--- src/rtl/core/psg_pkg.sv ---
// ----------------------------------------------------------------------------
// psg_pkg
// Shared types, constants and the amplitude table of the tone/noise generator.
// ----------------------------------------------------------------------------
package psg_pkg;

	localparam int PERIOD_BITS = 10;
	localparam int CNT_W       = 16;
	localparam int RES_W       = 25;
	localparam int STEP_W      = 24;
	localparam int RATE_W      = 18;
	localparam int AMP_W       = 13;
	localparam int SMP_W       = 14;
	localparam int ACC_W       = 17;
	localparam int DVD_W       = 25;
	localparam int DSR_W       = 18;
	localparam int DIV_STEPS   = 25;
	localparam int CH_W        = 2;
	localparam int MIX_W       = 3;
	localparam int CFG_W       = 32;
	localparam int CFG_IDX_W   = 3;

	localparam logic [15:0] LFSR_SEED = 16'h8000;
	localparam logic [15:0] LFSR_TAPS = 16'h0009;
	localparam logic [7:0]  PAN_DIV   = 8'd254;
	localparam logic [7:0]  PAN_MID   = 8'd127;

	// x / 254 == ((x >> 1) * PAN_RECIP) >> PAN_SHIFT, exact for x below 2^21
	localparam logic [20:0] PAN_RECIP = 21'd1056833;
	localparam int          PAN_SHIFT = 27;

	// register file indexes
	localparam logic [2:0] REG_TONE0 = 3'd0;
	localparam logic [2:0] REG_VOL0  = 3'd1;
	localparam logic [2:0] REG_TONE1 = 3'd2;
	localparam logic [2:0] REG_VOL1  = 3'd3;
	localparam logic [2:0] REG_TONE2 = 3'd4;
	localparam logic [2:0] REG_VOL2  = 3'd5;
	localparam logic [2:0] REG_NOISE = 3'd6;
	localparam logic [2:0] REG_VOL3  = 3'd7;

	typedef enum logic [CFG_IDX_W-1:0] {
		CFG_CLOCK_STEP,
		CFG_SAMPLE_RATE,
		CFG_STEREO_MODE,
		CFG_OUTPUT_DIVISOR,
		CFG_PAN_ALL
	} cfg_idx_t;

	typedef enum logic [3:0] {
		S_IDLE,
		S_CLK,
		S_TRD,
		S_TEVAL,
		S_TDIV,
		S_NOISE,
		S_PAN,
		S_PDIV,
		S_FL,
		S_FR,
		S_FDIV,
		S_OUT
	} state_t;

	typedef struct packed {
		logic             start;
		logic [DVD_W-1:0] dividend;
		logic [DSR_W-1:0] divisor;
	} div_req_t;

	typedef struct packed {
		logic             busy;
		logic             done;
		logic [DVD_W-1:0] quot;
		logic [DSR_W-1:0] rem;
	} div_rsp_t;

	// attenuation code to linear amplitude
	function automatic logic [AMP_W-1:0] amp_lut(input logic [3:0] code);
		logic [AMP_W-1:0] a;
		case (code)
			4'd0:    a = 13'd8000;
			4'd1:    a = 13'd6355;
			4'd2:    a = 13'd5048;
			4'd3:    a = 13'd4009;
			4'd4:    a = 13'd3185;
			4'd5:    a = 13'd2530;
			4'd6:    a = 13'd2010;
			4'd7:    a = 13'd1596;
			4'd8:    a = 13'd1268;
			4'd9:    a = 13'd1007;
			4'd10:   a = 13'd800;
			4'd11:   a = 13'd635;
			4'd12:   a = 13'd505;
			4'd13:   a = 13'd401;
			4'd14:   a = 13'd318;
			default: a = 13'd0;
		endcase
		return a;
	endfunction

endpackage

--- src/rtl/core/psg_if.sv ---
// ----------------------------------------------------------------------------
// psg_if
// Valid/ready channels: command items in, sample items out.
// ----------------------------------------------------------------------------
interface psg_cmd_if;
	logic       valid;
	logic       ready;
	logic       opcode;
	logic [7:0] write_byte;

	modport source (output valid, output opcode, output write_byte, input ready);
	modport sink   (input valid, input opcode, input write_byte, output ready);
endinterface

interface psg_smp_if;
	logic               valid;
	logic               ready;
	logic signed [15:0] left_sample;
	logic signed [15:0] right_sample;

	modport source (output valid, output left_sample, output right_sample, input ready);
	modport sink   (input valid, input left_sample, input right_sample, output ready);
endinterface

--- src/rtl/core/psg_div.sv ---
// ----------------------------------------------------------------------------
// psg_div
// Restoring unsigned divider, one quotient bit per cycle.
// ----------------------------------------------------------------------------
module psg_div (
	input  logic               clk,
	input  logic               arst_n,
	input  psg_pkg::div_req_t  req,
	output psg_pkg::div_rsp_t  rsp
);

	logic [psg_pkg::DSR_W-1:0] rem_q;
	logic [psg_pkg::DVD_W-1:0] dq_q;
	logic [psg_pkg::DSR_W-1:0] dsr_q;
	logic [4:0]                cnt_q;
	logic                      busy_q;
	logic                      done_q;

	logic [psg_pkg::DSR_W:0]   trial;
	logic                      ge;
	logic [psg_pkg::DSR_W:0]   diff;

	// one trial subtraction
	always_comb begin
		trial = {rem_q, dq_q[psg_pkg::DVD_W-1]};
		ge    = trial >= {1'b0, dsr_q};
		diff  = trial - {1'b0, dsr_q};
	end

	// control
	always_ff @(posedge clk or negedge arst_n) begin
		if (!arst_n) begin
			busy_q <= 1'b0;
			done_q <= 1'b0;
			cnt_q  <= '0;
		end else begin
			done_q <= 1'b0;
			if (req.start) begin
				busy_q <= 1'b1;
				cnt_q  <= '0;
			end else if (busy_q) begin
				cnt_q <= cnt_q + 5'd1;
				if (cnt_q == 5'(psg_pkg::DIV_STEPS - 1)) begin
					busy_q <= 1'b0;
					done_q <= 1'b1;
				end
			end
		end
	end

	// datapath
	always_ff @(posedge clk) begin
		if (req.start) begin
			rem_q <= '0;
			dq_q  <= req.dividend;
			dsr_q <= req.divisor;
		end else if (busy_q) begin
			rem_q <= ge ? diff[psg_pkg::DSR_W-1:0] : trial[psg_pkg::DSR_W-1:0];
			dq_q  <= {dq_q[psg_pkg::DVD_W-2:0], ge};
		end
	end

	assign rsp.busy = busy_q;
	assign rsp.done = done_q;
	assign rsp.quot = dq_q;
	assign rsp.rem  = rem_q;

endmodule

--- src/rtl/core/psg_tone_noise_generator_top.sv ---
// ----------------------------------------------------------------------------
// psg_tone_noise_generator_top
// Three square-wave tones and one LFSR noise channel, mono or panned stereo.
// ----------------------------------------------------------------------------
// Command item: taken while the block is idle, no result.
// Render item: one shared divider pass for the clock step, one per
// tone channel that wraps, one or two for the output divisor; in stereo each
// of the eight pan weights passes through S_PAN and then S_PDIV.
// One item at a time; a finished sample waits in the output register.
// Reset is asynchronous; tone state memories read as reset values until written.
module psg_tone_noise_generator_top (
	input  logic                           clk,
	input  logic                           arst_n,
	psg_cmd_if.sink                        cmd,
	psg_smp_if.source                      smp,
	input  logic                           cfg_we,
	input  logic [psg_pkg::CFG_IDX_W-1:0]  cfg_index,
	input  logic [psg_pkg::CFG_W-1:0]      cfg_wdata
);

	psg_pkg::state_t state_q, state_d;

	// configuration
	logic [psg_pkg::STEP_W-1:0] clock_step_q;
	logic [psg_pkg::RATE_W-1:0] sample_rate_q;
	logic                       stereo_q;
	logic [7:0]                 divisor_q;
	logic [31:0]                pan_q;

	// command state
	logic [9:0] reg_file_q [8];
	logic [2:0] latch_q;
	logic [3:0] amp_idx_q [4];
	logic [2:0] noise_mode_q;
	logic [15:0] lfsr_q;
	logic [15:0] noise_cnt_q;

	// tone memories: period, and {polarity, count}
	logic [psg_pkg::PERIOD_BITS-1:0] period_mem [3];
	logic [psg_pkg::CNT_W:0]         cnt_mem [3];
	logic [2:0]                      per_vld_q;
	logic [2:0]                      cnt_vld_q;
	logic [psg_pkg::PERIOD_BITS-1:0] per_rd_s1;
	logic                            per_vld_s1;
	logic [psg_pkg::CNT_W:0]         cnt_rd_s1;
	logic                            cnt_vld_s1;

	// render datapath
	logic [psg_pkg::RES_W-1:0]        residue_q;
	logic [psg_pkg::CNT_W-1:0]        n_q;
	logic [psg_pkg::CH_W-1:0]         ch_q;
	logic [psg_pkg::MIX_W-1:0]        mi_q;
	logic                             fsel_q;
	logic                             sign_q;
	logic [psg_pkg::PERIOD_BITS-1:0]  p_q;
	logic signed [psg_pkg::SMP_W-1:0] s_q [4];
	logic signed [psg_pkg::ACC_W-1:0] acc_l_q;
	logic signed [psg_pkg::ACC_W-1:0] acc_r_q;
	logic signed [15:0]               left_q;
	logic signed [15:0]               out_l_q;
	logic signed [15:0]               out_r_q;
	logic                             out_vld_q;
	logic [20:0]                      prod_s1;
	logic                             pneg_s1;

	psg_pkg::div_req_t div_req;
	psg_pkg::div_rsp_t div_rsp;

	psg_div u_div (
		.clk    (clk),
		.arst_n (arst_n),
		.req    (div_req),
		.rsp    (div_rsp)
	);

	// handshakes
	logic cmd_acc, acc_wr, acc_rd, out_fire;
	assign cmd.ready = (state_q == psg_pkg::S_IDLE);
	assign cmd_acc   = cmd.valid && cmd.ready;
	assign acc_wr    = cmd_acc && !cmd.opcode;
	assign acc_rd    = cmd_acc && cmd.opcode;
	assign out_fire  = (state_q == psg_pkg::S_OUT) && (!out_vld_q || smp.ready);

	assign smp.valid        = out_vld_q;
	assign smp.left_sample  = out_l_q;
	assign smp.right_sample = out_r_q;

	// command byte decode
	logic [2:0] cmd_idx;
	logic [9:0] cmd_val;
	logic       per_we;
	always_comb begin
		if (cmd.write_byte[7]) begin
			cmd_idx = cmd.write_byte[6:4];
			cmd_val = {reg_file_q[cmd_idx][9:4], cmd.write_byte[3:0]};
		end else begin
			cmd_idx = latch_q;
			cmd_val = {cmd.write_byte[5:0], reg_file_q[cmd_idx][3:0]};
		end
		per_we = 1'b0;
		case (cmd_idx) inside
			psg_pkg::REG_TONE0, psg_pkg::REG_TONE1, psg_pkg::REG_TONE2: per_we = acc_wr;
			default: per_we = 1'b0;
		endcase
	end

	// tone evaluation
	logic [psg_pkg::PERIOD_BITS-1:0] per_eff;
	logic [psg_pkg::CNT_W-1:0]       cnt_eff;
	logic                            pol_eff;
	logic                            need_div;
	logic                            tone_fin;
	logic                            pol_new;
	logic [psg_pkg::CNT_W-1:0]       cnt_new;
	logic [psg_pkg::AMP_W-1:0]       amp_ch;
	logic signed [psg_pkg::SMP_W-1:0] s_new;
	always_comb begin
		per_eff = per_vld_s1 ? per_rd_s1 : psg_pkg::PERIOD_BITS'(1);
		{pol_eff, cnt_eff} = cnt_vld_s1 ? cnt_rd_s1 : {1'b1, psg_pkg::CNT_W'(0)};
		need_div = (per_eff > psg_pkg::PERIOD_BITS'(1)) && (cnt_eff < n_q);
		tone_fin = 1'b0;
		pol_new  = pol_eff;
		cnt_new  = cnt_eff;
		if (state_q == psg_pkg::S_TEVAL && !need_div) begin
			tone_fin = 1'b1;
			if (per_eff <= psg_pkg::PERIOD_BITS'(1)) begin
				pol_new = 1'b1;
			end else begin
				cnt_new = cnt_eff - n_q;
			end
		end else if (state_q == psg_pkg::S_TDIV && div_rsp.done) begin
			tone_fin = 1'b1;
			pol_new  = pol_eff ^ ~div_rsp.quot[0];
			cnt_new  = psg_pkg::CNT_W'(per_eff) - psg_pkg::CNT_W'(1)
				- psg_pkg::CNT_W'(div_rsp.rem[psg_pkg::PERIOD_BITS-1:0]);
		end
		amp_ch = psg_pkg::amp_lut(amp_idx_q[ch_q]);
		s_new  = pol_new ? $signed({1'b0, amp_ch}) : -$signed({1'b0, amp_ch});
	end

	// noise step
	logic [psg_pkg::ACC_W-1:0]        reload;
	logic [15:0]                      nc_new;
	logic [15:0]                      lfsr_new;
	logic                             fb;
	logic [psg_pkg::AMP_W-1:0]        amp_n;
	logic signed [psg_pkg::SMP_W-1:0] s3_new;
	always_comb begin
		case (noise_mode_q[1:0])
			2'd0:    reload = psg_pkg::ACC_W'(32);
			2'd1:    reload = psg_pkg::ACC_W'(64);
			2'd2:    reload = psg_pkg::ACC_W'(128);
			default: reload = psg_pkg::ACC_W'({p_q, 1'b0});
		endcase
		fb = noise_mode_q[2] ? ^(lfsr_q & psg_pkg::LFSR_TAPS) : lfsr_q[0];
		if (noise_cnt_q < n_q) begin
			nc_new   = 16'(reload + psg_pkg::ACC_W'(noise_cnt_q) - psg_pkg::ACC_W'(n_q));
			lfsr_new = {fb, lfsr_q[15:1]};
		end else begin
			nc_new   = noise_cnt_q - n_q;
			lfsr_new = lfsr_q;
		end
		amp_n  = psg_pkg::amp_lut(amp_idx_q[3]);
		s3_new = lfsr_new[0] ? $signed({1'b0, amp_n}) : -$signed({1'b0, amp_n});
	end

	// pan weight and product
	logic [7:0]                       pan_b;
	logic signed [9:0]                pan_w;
	logic [7:0]                       w_sel;
	logic signed [psg_pkg::SMP_W-1:0] s_sel;
	logic [psg_pkg::AMP_W-1:0]        s_mag;
	logic [20:0]                      prod;
	always_comb begin
		pan_b = pan_q[{mi_q[2:1], 3'b000} +: 8];
		if (mi_q[0]) begin
			pan_w = $signed({{2{pan_b[7]}}, pan_b}) + $signed({2'b00, psg_pkg::PAN_MID});
		end else begin
			pan_w = $signed({2'b00, psg_pkg::PAN_MID}) - $signed({{2{pan_b[7]}}, pan_b});
		end
		if (pan_w < 0) begin
			w_sel = 8'd0;
		end else if (pan_w > $signed({2'b00, psg_pkg::PAN_DIV})) begin
			w_sel = psg_pkg::PAN_DIV;
		end else begin
			w_sel = pan_w[7:0];
		end
		s_sel = s_q[mi_q[2:1]];
		s_mag = s_sel[psg_pkg::SMP_W-1] ? psg_pkg::AMP_W'(-s_sel) : psg_pkg::AMP_W'(s_sel);
		prod  = 21'(s_mag) * 21'(w_sel);
	end

	// registered product divided by 254 through the reciprocal, sign restored
	logic [40:0]               pan_prod;
	logic [psg_pkg::ACC_W-1:0] pan_mag;
	logic [psg_pkg::ACC_W-1:0] pan_term;
	always_comb begin
		pan_prod = 41'(prod_s1[20:1]) * 41'(psg_pkg::PAN_RECIP);
		pan_mag  = psg_pkg::ACC_W'(pan_prod[psg_pkg::PAN_SHIFT +: 14]);
		pan_term = pneg_s1 ? -pan_mag : pan_mag;
	end

	// magnitudes and signed quotient
	logic [psg_pkg::ACC_W-1:0]      accl_mag, accr_mag;
	logic [psg_pkg::RES_W-1:0]      res_sum;
	logic signed [psg_pkg::ACC_W:0] q_s;
	assign accl_mag = acc_l_q[psg_pkg::ACC_W-1] ? psg_pkg::ACC_W'(-acc_l_q) : acc_l_q;
	assign accr_mag = acc_r_q[psg_pkg::ACC_W-1] ? psg_pkg::ACC_W'(-acc_r_q) : acc_r_q;
	assign res_sum  = residue_q + psg_pkg::RES_W'(clock_step_q);
	assign q_s = sign_q ? -$signed({1'b0, div_rsp.quot[psg_pkg::ACC_W-1:0]})
	                    : $signed({1'b0, div_rsp.quot[psg_pkg::ACC_W-1:0]});

	// divider requests
	logic div_neg;
	always_comb begin
		div_req.start    = 1'b0;
		div_req.dividend = '0;
		div_req.divisor  = psg_pkg::DSR_W'(1);
		div_neg          = 1'b0;
		unique case (state_q)
			psg_pkg::S_IDLE: begin
				div_req.start    = acc_rd;
				div_req.dividend = res_sum;
				div_req.divisor  = (sample_rate_q == '0) ? psg_pkg::DSR_W'(1) : sample_rate_q;
			end
			psg_pkg::S_TEVAL: begin
				div_req.start    = need_div;
				div_req.dividend = psg_pkg::DVD_W'(n_q - cnt_eff - psg_pkg::CNT_W'(1));
				div_req.divisor  = psg_pkg::DSR_W'(per_eff);
			end
			psg_pkg::S_FL, psg_pkg::S_FR: begin
				div_req.start    = 1'b1;
				div_req.dividend = psg_pkg::DVD_W'((state_q == psg_pkg::S_FL) ? accl_mag : accr_mag);
				div_req.divisor  = (divisor_q == 8'd0) ? psg_pkg::DSR_W'(1)
				                                       : psg_pkg::DSR_W'(divisor_q);
				div_neg          = (state_q == psg_pkg::S_FL) ? acc_l_q[psg_pkg::ACC_W-1]
				                                              : acc_r_q[psg_pkg::ACC_W-1];
			end
			default: begin
				div_req.start = 1'b0;
			end
		endcase
	end

	// next state
	always_comb begin
		state_d = state_q;
		unique case (state_q)
			psg_pkg::S_IDLE:  if (acc_rd) state_d = psg_pkg::S_CLK;
			psg_pkg::S_CLK:   if (div_rsp.done) state_d = psg_pkg::S_TRD;
			psg_pkg::S_TRD:   state_d = psg_pkg::S_TEVAL;
			psg_pkg::S_TEVAL,
			psg_pkg::S_TDIV: begin
				if (state_q == psg_pkg::S_TEVAL && need_div) begin
					state_d = psg_pkg::S_TDIV;
				end else if (tone_fin) begin
					state_d = (ch_q == psg_pkg::CH_W'(2)) ? psg_pkg::S_NOISE : psg_pkg::S_TRD;
				end
			end
			psg_pkg::S_NOISE: state_d = stereo_q ? psg_pkg::S_PAN : psg_pkg::S_FL;
			psg_pkg::S_PAN:   state_d = psg_pkg::S_PDIV;
			psg_pkg::S_PDIV:  state_d = (mi_q == '1) ? psg_pkg::S_FL : psg_pkg::S_PAN;
			psg_pkg::S_FL,
			psg_pkg::S_FR:    state_d = psg_pkg::S_FDIV;
			psg_pkg::S_FDIV: begin
				if (div_rsp.done) begin
					state_d = (!fsel_q && stereo_q) ? psg_pkg::S_FR : psg_pkg::S_OUT;
				end
			end
			psg_pkg::S_OUT:   if (out_fire) state_d = psg_pkg::S_IDLE;
			default:          state_d = psg_pkg::S_IDLE;
		endcase
	end

	// control and state registers
	always_ff @(posedge clk or negedge arst_n) begin
		if (!arst_n) begin
			state_q       <= psg_pkg::S_IDLE;
			clock_step_q  <= psg_pkg::STEP_W'(223721);
			sample_rate_q <= psg_pkg::RATE_W'(44100);
			stereo_q      <= 1'b0;
			divisor_q     <= 8'd1;
			pan_q         <= '0;
			for (int i = 0; i < 8; i++) reg_file_q[i] <= '0;
			for (int i = 0; i < 4; i++) amp_idx_q[i] <= 4'hF;
			latch_q       <= '0;
			noise_mode_q  <= '0;
			lfsr_q        <= psg_pkg::LFSR_SEED;
			noise_cnt_q   <= '0;
			residue_q     <= '0;
			per_vld_q     <= '0;
			cnt_vld_q     <= '0;
			out_vld_q     <= 1'b0;
			ch_q          <= '0;
			mi_q          <= '0;
			fsel_q        <= 1'b0;
		end else begin
			state_q <= state_d;

			// configuration writes
			if (cfg_we) begin
				case (cfg_index)
					psg_pkg::CFG_CLOCK_STEP:     clock_step_q  <= cfg_wdata[psg_pkg::STEP_W-1:0];
					psg_pkg::CFG_SAMPLE_RATE:    sample_rate_q <= cfg_wdata[psg_pkg::RATE_W-1:0];
					psg_pkg::CFG_STEREO_MODE:    stereo_q      <= cfg_wdata[0];
					psg_pkg::CFG_OUTPUT_DIVISOR: divisor_q     <= cfg_wdata[7:0];
					psg_pkg::CFG_PAN_ALL:        pan_q         <= cfg_wdata;
					default: ;
				endcase
			end

			// command byte
			if (acc_wr) begin
				if (cmd.write_byte[7]) latch_q <= cmd_idx;
				reg_file_q[cmd_idx] <= cmd_val;
				case (cmd_idx) inside
					psg_pkg::REG_VOL0, psg_pkg::REG_VOL1, psg_pkg::REG_VOL2, psg_pkg::REG_VOL3:
						amp_idx_q[cmd_idx[2:1]] <= cmd.write_byte[3:0];
					psg_pkg::REG_NOISE: begin
						noise_mode_q <= cmd.write_byte[2:0];
						lfsr_q       <= psg_pkg::LFSR_SEED;
					end
					default: ;
				endcase
			end
			if (per_we) per_vld_q[cmd_idx[2:1]] <= 1'b1;

			// clock residue
			if (acc_rd) residue_q <= res_sum;
			if (state_q == psg_pkg::S_CLK && div_rsp.done) begin
				residue_q <= psg_pkg::RES_W'(div_rsp.rem);
				ch_q      <= '0;
			end

			// tone channel sequencing
			if (tone_fin) begin
				cnt_vld_q[ch_q] <= 1'b1;
				ch_q <= ch_q + psg_pkg::CH_W'(1);
			end

			// noise
			if (state_q == psg_pkg::S_NOISE) begin
				noise_cnt_q <= nc_new;
				lfsr_q      <= lfsr_new;
				mi_q        <= '0;
			end

			if (state_q == psg_pkg::S_PDIV) mi_q <= mi_q + psg_pkg::MIX_W'(1);
			if (state_q == psg_pkg::S_FL) fsel_q <= 1'b0;
			if (state_q == psg_pkg::S_FR) fsel_q <= 1'b1;

			// output register
			if (out_fire) begin
				out_vld_q <= 1'b1;
			end else if (smp.ready) begin
				out_vld_q <= 1'b0;
			end
		end
	end

	// tone memories: write, and registered read
	always_ff @(posedge clk) begin
		if (per_we) period_mem[cmd_idx[2:1]] <= cmd_val;
		if (tone_fin) cnt_mem[ch_q] <= {pol_new, cnt_new};
		if (state_q == psg_pkg::S_TRD) begin
			per_rd_s1  <= period_mem[ch_q];
			per_vld_s1 <= per_vld_q[ch_q];
			cnt_rd_s1  <= cnt_mem[ch_q];
			cnt_vld_s1 <= cnt_vld_q[ch_q];
		end
	end

	// payload registers
	always_ff @(posedge clk) begin
		if (state_q == psg_pkg::S_CLK && div_rsp.done) begin
			n_q <= (div_rsp.quot[psg_pkg::DVD_W-1:psg_pkg::CNT_W] != '0)
				? '1 : div_rsp.quot[psg_pkg::CNT_W-1:0];
		end
		if (div_req.start) sign_q <= div_neg;
		if (state_q == psg_pkg::S_TEVAL) p_q <= per_eff;
		if (tone_fin) s_q[ch_q] <= s_new;
		if (state_q == psg_pkg::S_NOISE) begin
			s_q[3]  <= s3_new;
			acc_r_q <= '0;
			acc_l_q <= stereo_q ? '0 : psg_pkg::ACC_W'(s_q[0]) + psg_pkg::ACC_W'(s_q[1])
				+ psg_pkg::ACC_W'(s_q[2]) + psg_pkg::ACC_W'(s3_new);
		end
		if (state_q == psg_pkg::S_PAN) begin
			prod_s1 <= prod;
			pneg_s1 <= s_sel[psg_pkg::SMP_W-1];
		end
		if (state_q == psg_pkg::S_PDIV) begin
			if (mi_q[0]) acc_r_q <= acc_r_q + $signed(pan_term);
			else         acc_l_q <= acc_l_q + $signed(pan_term);
		end
		if (state_q == psg_pkg::S_FDIV && div_rsp.done && !fsel_q) left_q <= q_s[15:0];
		if (out_fire) begin
			if (stereo_q) begin
				out_l_q <= left_q;
				out_r_q <= q_s[15:0];
			end else begin
				out_l_q <= left_q;
				out_r_q <= '0;
			end
		end
	end

	// the divider is never restarted while a pass is running
	a_div_idle: assert property (@(posedge clk) disable iff (!arst_n)
		div_req.start |-> !div_rsp.busy)
		else $error("divider started while busy");

	// a sample appears only out of the output state
	a_out_src: assert property (@(posedge clk) disable iff (!arst_n)
		$rose(out_vld_q) |-> $past(state_q == psg_pkg::S_OUT))
		else $error("sample valid without render completion");

	// tone sequencing stays on the three channels
	a_ch_range: assert property (@(posedge clk) disable iff (!arst_n)
		(state_q == psg_pkg::S_TRD || state_q == psg_pkg::S_TEVAL
		 || state_q == psg_pkg::S_TDIV) |-> ch_q != 2'd3)
		else $error("tone channel index out of range");

	// commands are taken only between renders; a render command starts the clock divide
	a_cmd_idle: assert property (@(posedge clk) disable iff (!arst_n)
		acc_rd |=> state_q == psg_pkg::S_CLK && div_rsp.busy)
		else $error("render did not start the clock divide");

endmodule
--- src/flat_wrapper.sv ---
// flat-port wrapper written by rule: the top's interface ports become plain ports
module psg_tone_noise_generator_top_flat 
  (clk, arst_n, cfg_we, cfg_index, cfg_wdata, cmd_valid, cmd_opcode, cmd_write_byte, cmd_ready, smp_valid, smp_left_sample, smp_right_sample, smp_ready);
  psg_cmd_if cmd_i ();
  psg_smp_if smp_i ();
  input  logic clk;
  input  logic arst_n;
  input  logic cfg_we;
  input  logic [psg_pkg::CFG_IDX_W-1:0] cfg_index;
  input  logic [psg_pkg::CFG_W-1:0] cfg_wdata;
  input wire logic [$bits(cmd_i.valid)-1:0] cmd_valid;
  input wire logic [$bits(cmd_i.opcode)-1:0] cmd_opcode;
  input wire logic [$bits(cmd_i.write_byte)-1:0] cmd_write_byte;
  output wire logic [$bits(cmd_i.ready)-1:0] cmd_ready;
  output wire logic [$bits(smp_i.valid)-1:0] smp_valid;
  output wire logic [$bits(smp_i.left_sample)-1:0] smp_left_sample;
  output wire logic [$bits(smp_i.right_sample)-1:0] smp_right_sample;
  input wire logic [$bits(smp_i.ready)-1:0] smp_ready;
  assign cmd_i.valid = cmd_valid;
  assign cmd_i.opcode = cmd_opcode;
  assign cmd_i.write_byte = cmd_write_byte;
  assign cmd_ready = cmd_i.ready;
  assign smp_valid = smp_i.valid;
  assign smp_left_sample = smp_i.left_sample;
  assign smp_right_sample = smp_i.right_sample;
  assign smp_i.ready = smp_ready;
  psg_tone_noise_generator_top u_core (.clk(clk), .arst_n(arst_n), .cmd(cmd_i), .smp(smp_i), .cfg_we(cfg_we), .cfg_index(cfg_index), .cfg_wdata(cfg_wdata));
endmodule
--- config.mk ---
export PLATFORM = sky130hd
export DESIGN_NAME = psg_tone_noise_generator_top_flat
export DESIGN_NICKNAME = d
export VERILOG_FILES = /design/src/rtl/core/psg_pkg.sv /design/src/rtl/core/psg_if.sv /design/src/rtl/core/psg_div.sv /design/src/rtl/core/psg_tone_noise_generator_top.sv /design/src/flat_wrapper.sv
export SDC_FILE = /design/constraint.sdc
export NUM_CORES = 2
export LEC_CHECK = 0
export BUFFER_PORTS_ARGS = -buffer_cell sky130_fd_sc_hd__buf_4
export CORE_UTILIZATION = 45
export DETAILED_ROUTE_END_ITERATION = 10
export PLACE_DENSITY = 0.58
export SETUP_SLACK_MARGIN = 0.1
export SLEW_MARGIN = 20
export SYNTH_ARGS = -nofsm -noshare
export SYNTH_HDL_FRONTEND = slang
export SYNTH_SLANG_ARGS = --single-unit
--- constraint.sdc ---
create_clock -name clk -period 10.6 [get_ports clk]
set_input_delay 0.53 -clock clk [delete_from_list [all_inputs] [get_ports clk]]
set_output_delay 0.53 -clock clk [all_outputs]
set_load 0.1 [all_outputs]
* After elaboration in Yosys (flattened, before gate mapping)
Memories as Yosys holds them, arrays and structs flattened. A register that Yosys moved wholly into a read port is not among the register bits. Cells that the tools add are included.
Operators by class: multiply operators 2, reductions and logical operators 53, $lt $le $gt $ge 18, add/sub/neg operators 27, shift operators 1, bitwise logic cells 10, mux-type cells 108, equal/unequal tests 34
Operator list (count):
- 17-bit two-way mux | 12
- 16-bit two-way mux | 10
- 43-bit one-hot mux with 3 select lines | 1
- 25-bit two-way mux | 4
- 80-bit bitwise mux | 1
- 17-bit adder | 4
- 10-bit binary-select mux with 3-bit select | 2
- 10-bit two-way mux | 6
- 4-bit two-way mux | 13
- 16-bit subtractor | 3
- 14-bit two-way mux | 3
- 20-bit by 21-bit multiplier with 41-bit output, second input constant | 1
- 4-bit one-hot mux with 10 select lines | 1
- 18-bit two-way mux | 2
- 17-bit negation | 2
- 11-bit one-hot mux with 3 select lines | 1
- 16-bit less-than comparator | 2
- 32-bit by 6-bit indexed part select with 8-bit output | 1
- 10-bit demux with 3-bit select | 1
- 1-bit two-way mux | 29
- 13-bit negation with 14-bit output | 2
- 25-bit by 24-bit adder with 25-bit output | 1
- 25-bit by 1-bit subtractor with 25-bit output, second input constant | 1
- 8-bit two-way mux | 3
- 73 further kinds | 147
Storage, ports and cells: logic and storage cells 306, memories kept 5, output and inout bits 34, bits of input ports 49, RAM bits 137, register bits after elaboration 460, bits in read-only memories 416
Memory list:
- (name not given) | depth 16, bits a word 13, read ports 1, clocked after Yosys merged registers in 0, write ports 0, line psg_pkg.sv:81 | case (code)
- (name not given) | depth 16, bits a word 13, read ports 1, clocked after Yosys merged registers in 0, write ports 0, line psg_pkg.sv:81
- u_core.s_q | depth 4, bits a word 14, read ports 4, clocked after Yosys merged registers in 0, write ports 1, line psg_tone_noise_generator_top.sv:56 | logic signed [psg_pkg::SMP_W-1:0] s_q [4];
- u_core.cnt_mem | depth 3, bits a word 17, read ports 1, clocked after Yosys merged registers in 1, write ports 1, line psg_tone_noise_generator_top.sv:40 | logic [psg_pkg::CNT_W:0] cnt_mem [3];
- u_core.period_mem | depth 3, bits a word 10, read ports 1, clocked after Yosys merged registers in 1, write ports 1, line psg_tone_noise_generator_top.sv:39 | logic [psg_pkg::PERIOD_BITS-1:0] period_mem [3];

* Longest topological paths before layout
depth after elaboration 9, depth in mapped cells 32, mapped depth without buffers 32

* Cells and area by module
Synthesis repeated with hierarchy kept, for this count alone.
Unflattened totals: cells, all modules 4089, area total of the unflattened synthesis 42607.1 um^2
Modules (own cells, without submodules):
- psg_tone_noise_generator_top | area an instance 38866.0 um^2, instances 1, cells each 3762, sequential area each 15073.2 um^2
- psg_div | area an instance 3741.1 um^2, instances 1, cells each 327, sequential area each 1826.8 um^2

* Worst setup path after synthesis
Ideal clock, no wire load.
kind register to register, from register u_core.mi_q[2] (netlist bit), to register u_core.prod_s1[19] (data pin), period minus slack after synthesis 7161 ps, path buffers 4, setup slack 3439 ps, data required time 10341 ps, arrival time 6902 ps, cell stages (with the launch flop) 29, setup time 259 ps, cell sequence dfrtp_1 > clkbuf_1 > clkbuf_1 > mux4_2 > inv_1 > ha_1 > nand2b_1 > or4_1 > clkbuf_1 > nand2_1 > clkbuf_1 > or2_2 > fa_1 > fa_1 > inv_1 > fa_1 > inv_1 > fa_1 > inv_1 > ha_1 > a21boi_0 > o21ai_0 > a21boi_0 > o21ai_0 > a21o_1 > a211oi_1 > o31a_1 > o21ai_0 > o31a_1
On the way: word-level cells in the longest chain between the ends 7, elaborated cells on any way between the ends 12, those cells by class add/sub (3); mul (1); order compare (2); shift (1); mux (4); memory (1)
Ends and longest elaborated chain:
- start: declaration | line psg_tone_noise_generator_top.sv:52 | logic [psg_pkg::MIX_W-1:0] mi_q;
- start signal: assignment | line psg_tone_noise_generator_top.sv:348 | if (state_q == psg_pkg::S_PDIV) mi_q <= mi_q + psg_pkg::MIX_W'(1);
- 32-bit by 6-bit indexed part select with 8-bit output | line psg_tone_noise_generator_top.sv:175 | pan_b = pan_q[{mi_q[2:1], 3'b000} +: 8];
- 8-bit by 8-bit subtractor with 9-bit output / 8-bit by 8-bit adder with 9-bit output (equally long branches) | line psg_tone_noise_generator_top.sv:179, psg_tone_noise_generator_top.sv:177
- 10-bit two-way mux | line psg_tone_noise_generator_top.sv:176 | if (mi_q[0]) begin
- 10-bit by 9-bit > comparator with 1-bit output | line psg_tone_noise_generator_top.sv:183 | end else if (pan_w > $signed({2'b00, psg_pkg::PAN_DIV})) begin
- 8-bit two-way mux | line psg_tone_noise_generator_top.sv:183
- 8-bit two-way mux | line psg_tone_noise_generator_top.sv:181 | if (pan_w < 0) begin
- 13-bit by 8-bit multiplier with 21-bit output (*) | line psg_tone_noise_generator_top.sv:190 | prod = 21'(s_mag) * 21'(w_sel);
- net u_core.prod[19] | line psg_tone_noise_generator_top.sv:173 | logic [20:0] prod;
- end signal: assignment | line psg_tone_noise_generator_top.sv:389 | prod_s1 <= prod;
- end: declaration | line psg_tone_noise_generator_top.sv:63 | logic [20:0] prod_s1;
The timed path passes the listed nets; every way through them passes the cells marked *. A chain may end at the register's enable or synchronous reset.

* Worst setup path after layout
from register u_core.mi_q[1] (netlist bit), to register u_core.prod_s1[19] (data pin)
Same word-level chain as after synthesis.

==> metrics.txt <==
syn avg cell area=10.2 um^2; Synth top area share=0.215; Worst-Margin Slew=1070 ps; Worst-Skew Late Latency=660 ps; Root Driver=clkbuf_16; clk buf depth=3; Ports=83; Reg-to-Reg Start=u_core.mi_q[1]$_DFFE_PN0P_; Slew Limit Fails=0; HP Class=in2reg; Detailed Place HPWL=87300 um; post_cts resized=0; outcome=finished, final reports clean; Synth Instances=4165; pre-CTS setup slack=2390 ps; warnings from Yosys=0; Syn Nets=4688; WL/cell=20.9 um; Commonest cells post-synth=355 x ha_1, 355 x inv_1, 319 x nand2_1; post-CTS setup buffers=0; Die X=310 um; Tcrit/Tclk final=0.777; input/output buffers=82; Finish-stage setup viols=0; DRC errors left=0; Cell Area, Synth=42700 um^2; asr flop ratio synth=0.427; initial core utilization=0.456; Vias per Instance=5.63; Core ar.=93600 um^2; largest area contributor in the netlist=edfxtp_1; CTS Sinks=623; Post-synth EDFFs=305; Post-Layout Cell Count=5517; via count=31044; critical path peak fanout=25; crit path launch=u_core.mi_q[1]$_DFFE_PN0P_; total gr overflow=0; number of global-route vias before repair=29765; Worst Skew=29.9 ps; router iterations before antenna repair=6; drt total wl=115000 um; Setup crit end kind=flip-flop; FP Rows=112; layout cell share with drive strength beyond 1=0.139; dpl cells=5377; die height=310 um; Slew HR=0.284; crit path DAT=8640 ps; final hold violation count=0; first-pass GRT wire length=177000 um; total negative slack=0 ps; largest net degree at the start of global routing=145; Worst setup SP type=flip-flop; Clk pin slew, worst setup/hold paths=60 ps; Critical Path RT=11000 ps; top_reg_cell synth=edfxtp_1; DRT iter0 DRCs=2402; setup ws final=2360 ps; TritonCTS buffer count=74; Routed Antenna Nets=0; Worst Min Path Start=cfg_wdata[26]; max_cap viols=0; # nets final=4724; routability cong.=0.911; RSZ-0062 raised after global routing=false; Fmax=0.121 GHz; full die area=96100 um^2; gr usage total=0.241; Synth area leaders=edfxtp_1 21%, dfrtp_1 14%, ha_1 10%; Yosys reg bits=623; synthesis-to-finish area growth=10.5%; fin crit period=8240 ps; Crit Path Category=reg2reg; CTS tree=done; H-tree depth=3; initial antenna violation count=7; Netlist cell types=89; register area share after synthesis=0.396; diode count=0
[metal layers]
metal	share of wire	wire [um]	up-vias	GRT usage
met4	0.027	3160	0	0.0773
li1	-	-	14916	-
met1	0.47	53700	15174	0.344
met2	0.45	52200	807	0.379
met5	0	0	-	0
met3	0.054	6200	147	0.0313
[critical path: stages, from the launching register on]
cell and delay, ps:
dfrtp_1 910, buf_4 380, mux4_2 610, or3_1 400
or4_1 880, nand2_1 510, or2_2 210, fa_1 430
fa_1 550, inv_1 50, fa_1 520, inv_1 50
fa_1 520, inv_1 40, ha_1 290, a21boi_0 240
o21ai_0 140, a21boi_0 240, o21ai_0 140, a21o_1 200
a211oi_1 270, o31a_1 170, o21ai_0 70, o31a_1 110
[registers in the layout, indices dropped and copies added, names as in the netlist, 18 cells and up]
register	cells
u_core.reg_file_q	80
u_core.u_div.dsr_q	18
u_core.clock_step_q	24
u_core.u_div.rem_q	18
u_core.period_mem	30
u_core.prod_s1	20
u_core.u_div.dq_q	25
u_core.sample_rate_q	18
u_core.s_q	56
u_core.cnt_mem	51
u_core.pan_q	32
u_core.residue_q	25
[cell families after synthesis]
| family | after synthesis | synth area share |
|---|---|---|
| simple gates | 1091 | 0.123 |
| mux | 294 | 0.0876 |
| xor+xnor | 288 | 0.0591 |
| fa+ha+maj | 474 | 0.160 |
| compound gates | 877 | 0.129 |
| flops | 623 | 0.396 |
| buf+inv | 518 | 0.0457 |
[metrics by stage]
step | util | hold slack (ps) | area, um^2
6_report | 0.504 | 98.3 | 47100
3_5_place_dp | 0.477 | 405 | 44600
5_1_grt | 0.504 | 95.1 | 47100
3_3_place_gp | 0.477 | 403 | 44600
2_1_floorplan | - | 234 | 42700
4_1_cts | 0.503 | 70.9 | 47100
[final timing paths]
kind                       slack, ps  depth (start not counted)                             endpoint
setup / recovery                2360                         23         u_core.prod_s1[19]$_DFFE_PP_
hold / removal                   100                          2         u_core.pan_q[26]$_DFFE_PN0P_
setup reg to reg                2360                         23         u_core.prod_s1[19]$_DFFE_PP_
hold reg to reg                  420                          0  u_core.smp.left_sample[2]$_DFFE_PP_
max in group asynchronous       8690                          3   u_core.noise_cnt_q[13]$_DFFE_PN0P_
min in group asynchronous        540                          2    u_core.reg_file_q[63]$_DFFE_PN0P_
[cells in the final DEF, fill, tap and decap left out, types with 18 or more instances in the layout]
cell type / count
inv_1: 355
ha_1: 355
nand2_1: 318
edfxtp_1: 305
nor2_1: 267
o21ai_0: 248
a21oi_1: 236
dfrtp_1: 229
mux2_2: 195
xnor2_1: 175
fa_1: 119
buf_4: 114
xor2_1: 113
nand3_1: 109
clkbuf_16: 75
a21o_1: 58
nor3_1: 57
mux2i_1: 55
or2_2: 55
dfxtp_1: 52
and2_1: 51
mux4_2: 44
nor2b_1: 38
nand2b_1: 35
dfstp_2: 35
or3_1: 32
o31ai_1: 32
o21bai_1: 32
and3_1: 31
a22oi_1: 30
a211oi_1: 30
a31oi_1: 23
o211ai_1: 21
nor4_1: 19
a221oi_1: 18
clkbuf_1: 18
[layout make-up]
cell class                      instances  area (um^2)
Fill cell                            8612        46500
Sequential cell                       623        16900
Tap cell                             1254         1570
Timing Repair Buffer                  118          908
Inverter                              360         1350
Clock inverter                         43          522
Clock buffer                           95         1970
Multi-Input combinational cell       3024        23900
[timing repair]
item | 4_1_cts | 5_1_grt
endpoints found under the hold margin | 13 | 0
hold buffers | 1 | 0
setup endpoints to repair | 0 | 0
Power is not shown: default switching activity piles up to over one toggle a cycle in this logic, so the estimate is an artifact.
